==> config.mk <==
export PLATFORM = sky130hd
export DESIGN_NAME = keyed_record_table
export DESIGN_NICKNAME = d
export VERILOG_FILES = /design/src/design/krt_pkg.sv /design/src/design/krt_ram.sv /design/src/design/keyed_record_table.sv
export SDC_FILE = /design/constraint.sdc
export NUM_CORES = 1
export LEC_CHECK = 0
export BUFFER_PORTS_ARGS = -buffer_cell sky130_fd_sc_hd__buf_2
export CAP_MARGIN = 20
export CORE_MARGIN = 2
export CORE_UTILIZATION = 58
export DETAILED_ROUTE_END_ITERATION = 12
export HOLD_SLACK_MARGIN = 0.12
export PLACE_DENSITY = 0.86
export SYNTH_ARGS = -nofsm -noshare
export SYNTH_HDL_FRONTEND = slang
export SYNTH_SLANG_ARGS = --single-unit
==> constraint.sdc <==
create_clock -name clk -period 9.5 [get_ports clk]
set_input_delay 1.425 -clock clk [delete_from_list [all_inputs] [get_ports clk]]
set_output_delay 1.425 -clock clk [all_outputs]
set_load 0.03 [all_outputs]
==> src/design/krt_pkg.sv <==
// Shared types, codes and field widths for the keyed record table.
// Used by keyed_record_table; no dependencies.
package krt_pkg;

  localparam int CAPACITY_DEF = 10;
  localparam int KEY_W        = 16;
  localparam int YEAR_W       = 8;
  localparam int SUBJ_W       = 8;
  localparam int GRADE_W      = 7;
  localparam int USED_W       = 4;
  localparam int REC_W        = KEY_W + YEAR_W + 3 * SUBJ_W + 3 * GRADE_W;
  localparam int IN_DATA_W    = ((REC_W + 7) / 8) * 8;
  localparam int OUT_DATA_W   = ((REC_W + USED_W + 1 + 7) / 8) * 8;
  localparam logic [GRADE_W-1:0] GRADE_MAX = GRADE_W'(100);

  typedef enum logic [1:0] {
    CMD_ADD  = 2'd0,
    CMD_DEL  = 2'd1,
    CMD_READ = 2'd2,
    CMD_LIST = 2'd3
  } cmd_t;

  typedef enum logic [1:0] {
    ST_OK       = 2'd0,
    ST_FULL     = 2'd1,
    ST_NOTFOUND = 2'd2,
    ST_EMPTY    = 2'd3
  } status_t;

  function automatic logic [GRADE_W-1:0] sat_grade(input logic [GRADE_W-1:0] g);
    sat_grade = (g > GRADE_MAX) ? GRADE_MAX : g;
  endfunction

endpackage

==> src/design/krt_ram.sv <==
// Generic single-write, single-read synchronous RAM with registered read data.
// Read data holds until the next read enable; no dependencies.
module krt_ram #(
  parameter int WIDTH = 8,
  parameter int DEPTH = 16,
  parameter int AW    = (DEPTH > 1) ? $clog2(DEPTH) : 1
) (
  input  logic             clk,
  input  logic             we,
  input  logic [AW-1:0]    waddr,
  input  logic [WIDTH-1:0] wdata,
  input  logic             re,
  input  logic [AW-1:0]    raddr,
  output logic [WIDTH-1:0] rdata
);

  logic [WIDTH-1:0] mem [DEPTH];
  logic [WIDTH-1:0] rdata_r;

  always_ff @(posedge clk) begin
    if (we) begin
      mem[waddr] <= wdata;
    end
    if (re) begin
      rdata_r <= mem[raddr];
    end
  end

  assign rdata = rdata_r;

endmodule

==> src/design/keyed_record_table.sv <==
// Keyed record table top level: insertion-ordered record store in one RAM.
// Depends on krt_pkg and krt_ram.
//
//  channel | direction | tdata / tuser / tlast
//  in_     | slave     | record fields / command / -
//  out_    | master    | record, used count, full / status / last result of command
//
// Add, and any command on an empty table, go straight from idle to the result state.
// Read and delete scan the RAM one entry per S_RD/S_CMP pass (registered read port);
// delete then moves each later entry down via S_SHIFT and S_SHW. List: one key per pass, waiting on a stall.
// Reset clears the count, state and output valid only; RAM contents are never read beyond the count.
// A stalled result holds in the output register; the sequencer waits for it.
module keyed_record_table #(
  parameter int CAPACITY = krt_pkg::CAPACITY_DEF
) (
  input  logic                            clk,
  input  logic                            rst_n,
  input  logic                            in_tvalid,
  output logic                            in_tready,
  input  logic [krt_pkg::IN_DATA_W-1:0]   in_tdata,  // key_id, year_in, subject_a/b/c_in, grade_a/b/c_in
  input  logic [1:0]                      in_tuser,  // command
  output logic                            out_tvalid,
  input  logic                            out_tready,
  output logic [krt_pkg::OUT_DATA_W-1:0]  out_tdata, // key_out, year_out, subject_a/b/c_out,
                                                     // grade_a/b/c_out, used_count, full_flag
  output logic [1:0]                      out_tuser, // status
  output logic                            out_tlast  // last_flag
);
  import krt_pkg::*;

  localparam int AW = (CAPACITY > 1) ? $clog2(CAPACITY) : 1;
  localparam int CW = $clog2(CAPACITY + 1);

  typedef enum logic [2:0] {
    S_IDLE,
    S_RD,
    S_CMP,
    S_SHIFT,
    S_SHW,
    S_RESP
  } state_t;

  state_t              state_r;
  cmd_t                cmd_r;
  status_t             status_r;
  logic [KEY_W-1:0]    key_r;
  logic [AW-1:0]       ptr_r;
  logic [CW-1:0]       count_r;
  logic                out_tvalid_r;
  logic [REC_W-1:0]    out_rec_r;
  status_t             out_status_r;
  logic [USED_W-1:0]   out_used_r;
  logic                out_full_r;
  logic                out_last_r;

  logic                ram_we;
  logic [AW-1:0]       ram_waddr;
  logic [REC_W-1:0]    ram_wdata;
  logic                ram_re;
  logic [AW-1:0]       ram_raddr;
  logic [REC_W-1:0]    ram_rdata;
  logic [REC_W-1:0]    in_rec;
  logic                in_xfer;
  logic                out_free;
  logic                out_load;
  logic                full;
  logic                at_last;
  logic                more_after;
  logic                hit;
  logic [AW-1:0]       ptr_inc;
  logic [CW-1:0]       ptr_ext_inc;

  assign in_xfer     = in_tvalid && in_tready;
  assign in_tready   = (state_r == S_IDLE);
  assign out_free    = !out_tvalid_r || out_tready;
  assign out_load    = out_free && ((state_r == S_RESP) ||
                       (state_r == S_CMP && (cmd_r == CMD_LIST || (hit && cmd_r != CMD_DEL))));
  assign full        = (count_r == CW'(CAPACITY));
  assign ptr_inc     = ptr_r + AW'(1);
  assign ptr_ext_inc = CW'(ptr_r) + CW'(1);
  assign at_last     = (ptr_ext_inc == count_r);
  assign more_after  = (ptr_ext_inc < count_r);
  assign hit         = (ram_rdata[KEY_W-1:0] == key_r);

  assign in_rec = {
    sat_grade(in_tdata[KEY_W+YEAR_W+3*SUBJ_W+2*GRADE_W +: GRADE_W]),
    sat_grade(in_tdata[KEY_W+YEAR_W+3*SUBJ_W+GRADE_W +: GRADE_W]),
    sat_grade(in_tdata[KEY_W+YEAR_W+3*SUBJ_W +: GRADE_W]),
    in_tdata[KEY_W+YEAR_W+3*SUBJ_W-1:0]
  };

  always_comb begin
    ram_we    = 1'b0;
    ram_waddr = ptr_r;
    ram_wdata = ram_rdata;
    ram_re    = 1'b0;
    ram_raddr = ptr_r;
    case (state_r)
      S_IDLE: begin
        ram_we    = in_xfer && (cmd_t'(in_tuser) == CMD_ADD) && !full;
        ram_waddr = count_r[AW-1:0];
        ram_wdata = in_rec;
      end
      S_RD: begin
        ram_re = 1'b1;
      end
      S_SHIFT: begin
        ram_re    = more_after;
        ram_raddr = ptr_inc;
      end
      S_SHW: begin
        ram_we = 1'b1;
      end
      default: begin
      end
    endcase
  end

  krt_ram #(
    .WIDTH (REC_W),
    .DEPTH (CAPACITY)
  ) u_rec_ram (
    .clk   (clk),
    .we    (ram_we),
    .waddr (ram_waddr),
    .wdata (ram_wdata),
    .re    (ram_re),
    .raddr (ram_raddr),
    .rdata (ram_rdata)
  );

  always_ff @(posedge clk) begin
    if (!rst_n) begin
      state_r      <= S_IDLE;
      count_r      <= '0;
      out_tvalid_r <= 1'b0;
    end else begin
      if (out_tready && !out_load) begin
        out_tvalid_r <= 1'b0;
      end
      case (state_r)
        S_IDLE: begin
          if (in_xfer) begin
            cmd_r <= cmd_t'(in_tuser);
            key_r <= in_tdata[KEY_W-1:0];
            ptr_r <= '0;
            if (cmd_t'(in_tuser) == CMD_ADD) begin
              if (full) begin
                status_r <= ST_FULL;
              end else begin
                status_r <= ST_OK;
                count_r  <= count_r + CW'(1);
              end
              state_r <= S_RESP;
            end else if (count_r == '0) begin
              status_r <= ST_EMPTY;
              state_r  <= S_RESP;
            end else begin
              state_r <= S_RD;
            end
          end
        end
        S_RD: begin
          state_r <= S_CMP;
        end
        S_CMP: begin
          if (cmd_r == CMD_LIST) begin
            if (out_free) begin
              out_tvalid_r <= 1'b1;
              out_rec_r    <= {{(REC_W-KEY_W){1'b0}}, ram_rdata[KEY_W-1:0]};
              out_status_r <= ST_OK;
              out_used_r   <= USED_W'(count_r);
              out_full_r   <= full;
              out_last_r   <= at_last;
              ptr_r        <= ptr_inc;
              state_r      <= at_last ? S_IDLE : S_RD;
            end
          end else if (hit) begin
            if (cmd_r == CMD_DEL) begin
              state_r <= S_SHIFT;
            end else if (out_free) begin
              out_tvalid_r <= 1'b1;
              out_rec_r    <= ram_rdata;
              out_status_r <= ST_OK;
              out_used_r   <= USED_W'(count_r);
              out_full_r   <= full;
              out_last_r   <= 1'b1;
              state_r      <= S_IDLE;
            end
          end else if (at_last) begin
            status_r <= ST_NOTFOUND;
            state_r  <= S_RESP;
          end else begin
            ptr_r   <= ptr_inc;
            state_r <= S_RD;
          end
        end
        S_SHIFT: begin
          if (more_after) begin
            state_r <= S_SHW;
          end else begin
            count_r  <= count_r - CW'(1);
            status_r <= ST_OK;
            state_r  <= S_RESP;
          end
        end
        S_SHW: begin
          ptr_r   <= ptr_inc;
          state_r <= S_SHIFT;
        end
        S_RESP: begin
          if (out_free) begin
            out_tvalid_r <= 1'b1;
            out_rec_r    <= '0;
            out_status_r <= status_r;
            out_used_r   <= USED_W'(count_r);
            out_full_r   <= full;
            out_last_r   <= 1'b1;
            state_r      <= S_IDLE;
          end
        end
        default: begin
          state_r <= S_IDLE;
        end
      endcase
    end
  end

  assign out_tvalid = out_tvalid_r;
  assign out_tdata  = {{(OUT_DATA_W-REC_W-USED_W-1){1'b0}}, out_full_r, out_used_r, out_rec_r};
  assign out_tuser  = out_status_r;
  assign out_tlast  = out_last_r;

  a_count_range: assert property (@(posedge clk) disable iff (!rst_n)
    count_r <= CW'(CAPACITY))
    else $error("record count beyond capacity");

  a_write_states: assert property (@(posedge clk) disable iff (!rst_n)
    ram_we |-> (state_r == S_IDLE || state_r == S_SHW))
    else $error("RAM write outside add or shift");

  a_leave_idle: assert property (@(posedge clk) disable iff (!rst_n)
    in_xfer |=> state_r != S_IDLE)
    else $error("accepted command not processed");

  a_error_last: assert property (@(posedge clk) disable iff (!rst_n)
    (out_tvalid && out_status_r != ST_OK) |-> out_tlast)
    else $error("error result without last mark");

  a_no_rw_overlap: assert property (@(posedge clk) disable iff (!rst_n)
    !(ram_we && ram_re))
    else $error("RAM read and write in the same cycle");

endmodule

Yosys cells after proc, flatten, opt, wreduce, memory -nomap -nowiden:

Memory sizes are Yosys's and may differ from the RTL's. A register that Yosys moved wholly into a read port is not among the register bits.
Cells that the tools add are included.

* register bits after elaboration: 109
* memories: 1
* input bits: 78
* memory bits (writable): 690

* reduce and logical (&&, ||, !) cells: 29
* add/subtract/negate cells: 3
* $lt $le $gt $ge: 4
* mux-type cells: 77
* eq/ne operators: 26

Memory list
* u_rec_ram.mem: words 10, width 69, read ports 1, clocked after Yosys merged registers in 1, wr ports 1, line krt_ram.sv:17 `logic [WIDTH-1:0] mem [DEPTH];`

Operator list (number)
* $mux 69: 7
* $pmux 69 s2: 1
* $mux 4: 15
* $mux 3: 9
* $mux 2: 12
* $gt 7x7->1 const B: 3
* $mux 7: 3
* $mux 1: 19
* $pmux 3 s6: 1
* $eq 16x16->1: 1
* $pmux 4 s2: 2
* $reduce_and 5->1: 3
* $ne 2x2->1 const B: 6
* $pmux 4 s3: 1
* $pmux 1 s2: 5
* $ne 3x2->1 const B: 3
* $add 4x1->4 const B: 2
* $reduce_and 8->1: 1
* $logic_and 1x1->1: 7
* $reduce_and 7->1: 1
* $eq 3x2->1 const B: 2
* $eq 3x3->1 const B: 2
* $ne 2x1->1 const B: 3
* $ne 3x3->1 const B: 2
* other kinds (22): 28

Logic depth before layout (Yosys ltp):

Gate-level depths: netlist of run 1.

* depth in word-level cells: 14
* mapped depth: 10
* mapped depth without buffers: 8

Hierarchy:

Synthesis of run 1 repeated with hierarchy kept, for this count alone.

* cell total of the unflattened synthesis: 2063
* area total of the unflattened synthesis: 35104.9 um^2

By module, submodules not included
* krt_ram: seq. area each 22791.9 um^2, times used 1, cells an instance 1484, area an instance 29400.7 um^2
* keyed_record_table: seq. area each 3193.1 um^2, times used 1, cells an instance 579, area an instance 5704.2 um^2

Worst setup path before layout of run 1:

Ideal clock, no wire load.

* path kind: input to register
* from: in out_tready
* to: reg out_rec_r[0], enable pin
* data arrival time: 7173 ps
* required time: 8905 ps
* cell stages on the path: 5
* path slack: 1732 ps
* path buffers: 0
* cell sequence: nand2b_1 -> o21ai_1 -> o211a_1 -> a311oi_2 -> nor3b_1

* cells in the longest elaborated chain, start to end: 3

Ends and longest elaborated chain
* start, declared: line keyed_record_table.sv:23 `input logic out_tready,`
* $logic_or 1x1->1 (*): line keyed_record_table.sv:75 `assign out_free = !out_tvalid_r || out_tready;`
* $ne 4x3->1 (no source line) (tied with other cells)
* $reduce_and 7->1 (no source line) (*)
* end signal, assigned: line keyed_record_table.sv:170 `out_rec_r <= {{(REC_W-KEY_W){1'b0}}, ram_rdata[KEY_W-1:0]};`
* end signal, assigned: line keyed_record_table.sv:183 `out_rec_r <= ram_rdata;`
* end, declared: line keyed_record_table.sv:50 `logic [REC_W-1:0] out_rec_r;`

Mark *: on every way between the ends. The rest lies on a longest branch, timed or not.
A chain may end at the register's enable or synchronous reset.

Final worst setup path of run 1:

* from: reg ptr_r[0]
* to: reg u_rec_ram.rdata_r[18], in the netlist u_rec_ram.rdata[18], read port of u_rec_ram.mem (data pin)

* cells in the longest elaborated chain, start to end: 3

Ends and longest elaborated chain
* start, declared: line keyed_record_table.sv:47 `logic [AW-1:0] ptr_r;`
* start signal, assigned: line keyed_record_table.sv:175 `ptr_r <= ptr_inc;`
* start signal, assigned: line keyed_record_table.sv:194 `ptr_r <= ptr_inc;`
* start signal, assigned: line keyed_record_table.sv:208 `ptr_r <= ptr_inc;`
* $add 4x1->4: line keyed_record_table.sv:79, keyed_record_table.sv:80
* $lt 4x4->1: line keyed_record_table.sv:82 `assign more_after = (ptr_ext_inc < count_r);`
* $pmux 1 s2: line keyed_record_table.sv:98 `case (state_r)`
* end, declared: line krt_ram.sv:18 `logic [WIDTH-1:0] rdata_r;`

Parallel ways exist; a longest one is shown, timed or not.

==> results_dict.tcl, run 1 <==
set metrics [dict create \
    hold_depth 1 \
    die_height_um 256.2 \
    cts_resized 0 \
    power.density_nw_per_um2 333.3 \
    dr_wl_met3_um 10530 \
    grt_start_max_net_pins 72 \
    critPathArrivalTime_ns 5.47 \
    maxCapViolCount 0 \
    combPwrFrac 0.323 \
    cts_setup_buffers 0 \
    power_leakage_nw 14.93 \
    tightest_slew_ns 1.163 \
    io_buffers 153 \
    crit_type "reg -> reg" \
    setup_viol 0 \
    async_reset_ff_frac 0 \
    regArea_um2 25980 \
    hp-class "reg -> reg" \
    die_area_um2 65650 \
    hold_buffers 0 \
    antenna_cells 0 \
    min-delay-start "status_r[1]$_DFFE_PP_" \
    ys_seq_area_frac 0.7042 \
    critPathCaptureType "flip-flop" \
    clk_latency_ns 0.64 \
    switching_share 0.3495 \
    fillCellCount 4058 \
    totalWireLength_um 92380 \
    drv_slew 0 \
    path_clk_slew_ns 0.06 \
    dp_slack_ns 4.572 \
    netSwitchingPower_w 0.004795 \
    vias 23320 \
    synthToLayoutAreaGrowth_pct 11.52 \
    drc 0 \
    nets 2642 \
    fin_crit_sh 0.5362 \
    ios 163 \
    netlist_area_um2 36900 \
    yosys_warnings 0 \
    die_w_um 256.2 \
    p_int_w 0.008922 \
    crit_start "ptr_r[0]$_SDFFCE_PN0P_" \
    period_minus_slack_ns 5.094 \
    synth_seq_cells 868 \
    cts_buffers 84 \
    wl_per_cell_um 26.65 \
    worstPathMaxFanout 55 \
    synth.avg_cell_area_um2 15.09 \
    total_power_w 0.01372 \
    initial_core_util 0.5860 \
    worstReg2RegStart "ptr_r[0]$_SDFFCE_PN0P_" \
    yosys.cell_types.count 67 \
    max-vdd-ir-drop_mv 0.2986 \
    finClkSkew_ns 0.03483 \
    clockPowerShare 0.248 \
    rows 92 \
    synth_cells 2445 \
    drt-met1-wl_um 33380 \
    met2_length_um 44930 \
    cts.path.max_buffers 3 \
    ant_nets 0 \
    core_region_area_um2 62970 \
    required_ns 9.88 \
    clock.fmax_mhz 196.3 \
    status "finished clean" \
    grt_pass1_wl_um 138600 \
    grt_usage 0.2768 \
    cts_tree "done" \
    antenna_found_initial 3 \
    seqPwrFrac 0.429 \
    hpwl_um 48480 \
    clkSinkCount 868 \
    cts-root-buf "clkbuf_16" \
    grt_pass1_vias 24010 \
    slew_headroom 0.2249 \
    rsz0062_at_grt "false" \
    top_layer_used "met4" \
    avgViaCountPerCell 6.725 \
    drt_iter0_drc 3105 \
    drive_above_1_share 0.1396 \
    fin_ws_ns 4.406 \
    finalHoldViolCount 0 \
    worstSetupStartpointType "flip-flop" \
    multiInputGateArea_um2 10140 \
    place.gp.congestion 0.8175 \
    fin_setup_tns_ns 0 \
    synth_edf_count 860 \
    fin_util 0.6535 \
    cts_max_level 3 \
    drt-pass1-iter-count 6 \
    synth_ff_type "edfxtp_1" \
    gr-total-overflow 0 \
    reg2regPathDepth 8 \
]
synthesized netlist by cell type, types with 3 or more instances:
master | number | area (um2)
edfxtp_1 | 860 | 25820
a32oi_1 | 53 | 464.2
clkbuf_1 | 86 | 322.8
nand2_1 | 328 | 1231
nor3_1 | 6 | 30.03
xnor2_2 | 3 | 48.80
nand3_1 | 65 | 325.3
nor4_1 | 6 | 37.54
buf_1 | 9 | 33.78
mux4_2 | 15 | 337.8
nand2b_1 | 7 | 43.79
and3_1 | 54 | 337.8
a21oi_1 | 18 | 90.09
nor2_1 | 39 | 146.4
a211oi_1 | 4 | 30.03
o21ai_1 | 4 | 20.02
buf_2 | 41 | 205.2
buf_6 | 6 | 67.56
buf_4 | 35 | 262.8
xor2_1 | 17 | 148.9
o22ai_1 | 85 | 531.8
mux2i_1 | 347 | 3473
nor2b_1 | 8 | 50.05
a31oi_1 | 19 | 118.9
o221ai_1 | 70 | 613.1
dfxtp_1 | 8 | 160.2
and2_1 | 22 | 137.6
a22o_1 | 6 | 52.55
a21o_1 | 70 | 525.5
nand4_1 | 5 | 31.28
nor3b_1 | 8 | 60.06
ha_1 | 7 | 87.58
inv_1 | 13 | 48.80
o21ai_0 | 27 | 135.1
xnor2_1 | 3 | 26.28
a221oi_1 | 54 | 473.0
logic make-up after synthesis:
kind of cell | Yosys count | share of synthesized area
xor gates and xnor gates | 23 | 0.006070
muxes | 363 | 0.1036
and+or+nand+nor | 561 | 0.06944
other | 1 | 0.0001016
AOI/OAI and AO/OA | 426 | 0.08745
DFF | 868 | 0.7042
buffers and inverters | 195 | 0.02624
adders and majority gates | 8 | 0.002916
power by group through the flow:
stage                     Sequential (W)  Clock (W)  Combinational, W
after global routing             0.00593    0.00356           0.00471
after floorplan                  0.00595          0           0.00295
after detailed placement         0.00595          0           0.00429
after CTS                        0.00588    0.00341           0.00435
final                            0.00589    0.00340           0.00442
after global placement           0.00592          0           0.00404
flip-flops by register name (all words and copies together) (netlist names), 2 cells and up:
register / count
cmd_r: 2
count_r: 4
key_r: 16
out_rec_r: 69
out_tuser: 2
out_used_r: 4
ptr_r: 4
state_r: 3
status_r: 2
u_rec_ram.mem: 690
u_rec_ram.rdata: 69
per-layer routing:
layer,vias to the layer above,track usage
met5,-,0
met4,0,0.1213
met3,273,0.05565
met2,1688,0.4520
met1,11530,0.3631
li1,9827,-
cell usage in the layout (no fill, tap or decap), types with 7 or more instances in the layout:
cell / count
o22ai_1: 85
clkbuf_16: 85
and2_1: 22
nor2_1: 29
and3_1: 54
a21o_1: 70
nor2b_1: 8
bufinv_16: 13
dfxtp_1: 8
a32oi_1: 53
nand3_1: 65
mux2i_1: 347
clkinv_2: 11
a31oi_1: 19
buf_4: 47
buf_2: 153
nand2_1: 326
clkinv_1: 17
a221oi_1: 54
nor2_4: 11
a21oi_1: 17
o21ai_0: 27
clkbuf_1: 16
inv_1: 13
nor3b_1: 7
nand2b_1: 7
o221ai_1: 70
mux4_2: 15
edfxtp_1: 860
xor2_1: 17
cell type report:
class | instances | share of cell area
Sequential cell | 868 | 0.6315
Multi-Input combinational cell | 1387 | 0.2464
Clock buffer | 101 | 0.05315
Timing Repair Buffer | 200 | 0.02718
Tap cell | 846 | 0.02572
Clock inverter | 50 | 0.01466
Inverter | 15 | 0.001368
path summary, 6_finish.rpt:
| check | slack [ns] | endpoint |
|---|---|---|
| max | 4.41 | u_rec_ram.rdata[18]$_DFFE_PP_ |
| min | 0.53 | out_tuser[1]$_SDFFCE_PN0P_ |
| max reg2reg | 4.41 | u_rec_ram.rdata[18]$_DFFE_PP_ |
| min reg2reg | 0.53 | out_tuser[1]$_SDFFCE_PN0P_ |
worst max-delay path: stages, from the launching register on:
cell and delay, ns:
edfxtp_1 0.78, buf_4 0.83, buf_4 0.74, xnor2_4 0.18
buf_4 0.58, buf_4 0.82, mux2i_1 0.33, o22ai_1 0.18
a21o_1 0.24
metrics by stage:
step | cells | instance area (um2) | hold slack (ns)
after floorplan | 2450 | 36920 | 0.4967
after global placement | 3316 | 38360 | 0.5047
after detailed placement | 3316 | 38360 | 0.5137
after CTS | 3467 | 41150 | 0.5317
after global routing | 3467 | 41150 | 0.5522
final | 3467 | 41150 | 0.5264
Power figures use the tool's default switching activity.
==> inputs of run 2 (changes only) <==
Clock period 9.5 ns to 4.8 ns, I/O delays scaled along.
==> run 2 against run 1 <==
Effect of this change: via count increased by 1.8%; global-route usage is 1.2 points higher; worst setup slack got worse by 3.8 ns; sequential share of layout area is 0.16 points lower; core utilization is 0.17 points higher; sequential cell count unchanged; sequential power increased by 99%; critical path depth decreased by 3; die area stayed put; clock skew is essentially flat; non-clock buffer count rose by 14.
==> results_dict.tcl, run 2 (same netlist as run 1, synthesis figures left out) <==
set metrics [dict create \
    path_clk_slew_ns 0.06 \
    worstPathMaxFanout 51 \
    cts_resized 0 \
    die_w_um 256.2 \
    dp_cells 3329 \
    cts_tree "done" \
    cts_max_level 3 \
    grt_pass1_wl_um 143800 \
    core_region_area_um2 62970 \
    final_common_cell "edfxtp_1" \
    vias 23740 \
    rsz0062_at_grt "false" \
    cts.path.max_buffers 3 \
    switching_share 0.3581 \
    critPathCaptureType "output pin" \
    status "finished clean" \
    hold_buffers 0 \
    tightest_slew_ns 1.193 \
    hp-class "in -> reg" \
    clockPowerShare 0.231 \
    layout_common_cells "edfxtp_1 (860), mux2i_1 (347), nand2_1 (326)" \
    gr-total-overflow 0 \
    stdcell_count 3476 \
    max-vdd-ir-drop_mv 0.4290 \
    worstSetupStartpointType "flip-flop" \
    io_buffers 153 \
    slew_headroom 0.2048 \
    hpwl_um 50220 \
    rows 92 \
    cts_setup_buffers 0 \
    drive_above_1_share 0.1422 \
    finalHoldViolCount 0 \
    totalWireLength_um 95820 \
    cts_buffers 81 \
    avgViaCountPerCell 6.829 \
    die_area_um2 65650 \
    critPathArrivalTime_ns 3.51 \
    synthToLayoutAreaGrowth_pct 11.81 \
    maxCapViolCount 0 \
    required_ns 4.08 \
    drt-pass1-iter-count 8 \
    setup_viol 0 \
    power.density_nw_per_um2 653.5 \
    fillCellCount 3998 \
    total_power_w 0.02696 \
    crit_type "reg -> out" \
    initial_core_util 0.5860 \
    antenna_cells 0 \
    drt_iter0_drc 3512 \
    netSwitchingPower_w 0.009653 \
    power_leakage_nw 14.93 \
    fin_ws_ns 0.5694 \
    seqPwrFrac 0.432 \
    period_minus_slack_ns 4.231 \
    clkSinkCount 868 \
    largest_reg_flops 690 \
    drv_slew 0 \
    fin_crit_sh 0.8814 \
    max_flop_register "u_rec_ram.mem" \
    combPwrFrac 0.337 \
    wl_per_cell_um 27.57 \
    finClkSkew_ns 0.03511 \
    clock.fmax_mhz 236.4 \
    ios 163 \
    dp_slack_ns 1.125 \
    nets 2653 \
    die_height_um 256.2 \
    drc 0 \
    place.gp.congestion 0.8153 \
    grt_usage 0.2885 \
    cts-root-buf "clkbuf_16" \
    p_int_w 0.01731 \
    grt_start_max_net_pins 141 \
    grt_pass1_vias 24270 \
    antenna_found_initial 1 \
    clk_latency_ns 0.65 \
    fin_util 0.6552 \
    ant_nets 0 \
]
## run 2: final timing paths
kind / startpoint / end / slack (ns) / cells past startpoint
setup reg to reg: state_r[2]$_SDFFE_PN0P_ / u_rec_ram.mem[7][39]$_DFFE_PP_ / 0.90 / 7
hold / removal: in_tuser[1] / cmd_r[1]$_DFFE_PP_ / 0.27 / 1
setup / recovery: state_r[0]$_SDFFE_PN0P_ / in_tready / 0.57 / 5
hold reg to reg: status_r[1]$_DFFE_PP_ / out_tuser[1]$_SDFFCE_PN0P_ / 0.52 / 1
## run 2: cell type report
type / instances / area (um2) / share of cell area
clock buffer: 98 / 2155 / 0.05222
inverter: 15 / 56.30 / 0.001365
sequential: 868 / 25980 / 0.6298
multi-input combinational: 1387 / 10140 / 0.2459
tap: 846 / 1059 / 0.02566
timing repair buffer: 214 / 1469 / 0.03560
clock inverter: 48 / 389.1 / 0.009432
## run 2: power groups by stage
stage	registers [W]	clock network (W)	logic, W
detailed placement	0.0118	0	0.00871
global placement	0.0117	0	0.00822
global route	0.0117	0.00654	0.00960
finish	0.0117	0.00622	0.00909
floorplan	0.0117	0	0.00585
CTS	0.0116	0.00626	0.00883
## run 2: critical path, stage by stage, from the launching register on
cell	delay [ns]
dfxtp_1	0.52
nor2_1	0.43
nand2_4	0.33
inv_2	0.49
buf_4	0.72
buf_2	0.32
## run 2: through the flow
step / setup TNS (ns) / instance area [um2] / hold WS, ns
2_1_floorplan: -54.55 / 36930 / 0.4967
3_3_place_gp: 0 / 38690 / 0.5091
3_5_place_dp: 0 / 38690 / 0.5129
4_1_cts: 0 / 41230 / 0.2482
5_1_grt: 0 / 41260 / 0.2646
6_report: 0 / 41260 / 0.2712
## run 2: metal layers
layer / share of wire / global-route usage / vias up
met5: 0 / 0 / -
met4: 0.045 / 0.1496 / 0
met3: 0.12 / 0.05882 / 335
met2: 0.49 / 0.4703 / 1905
met1: 0.35 / 0.3688 / 11620
li1: - / - / 9875
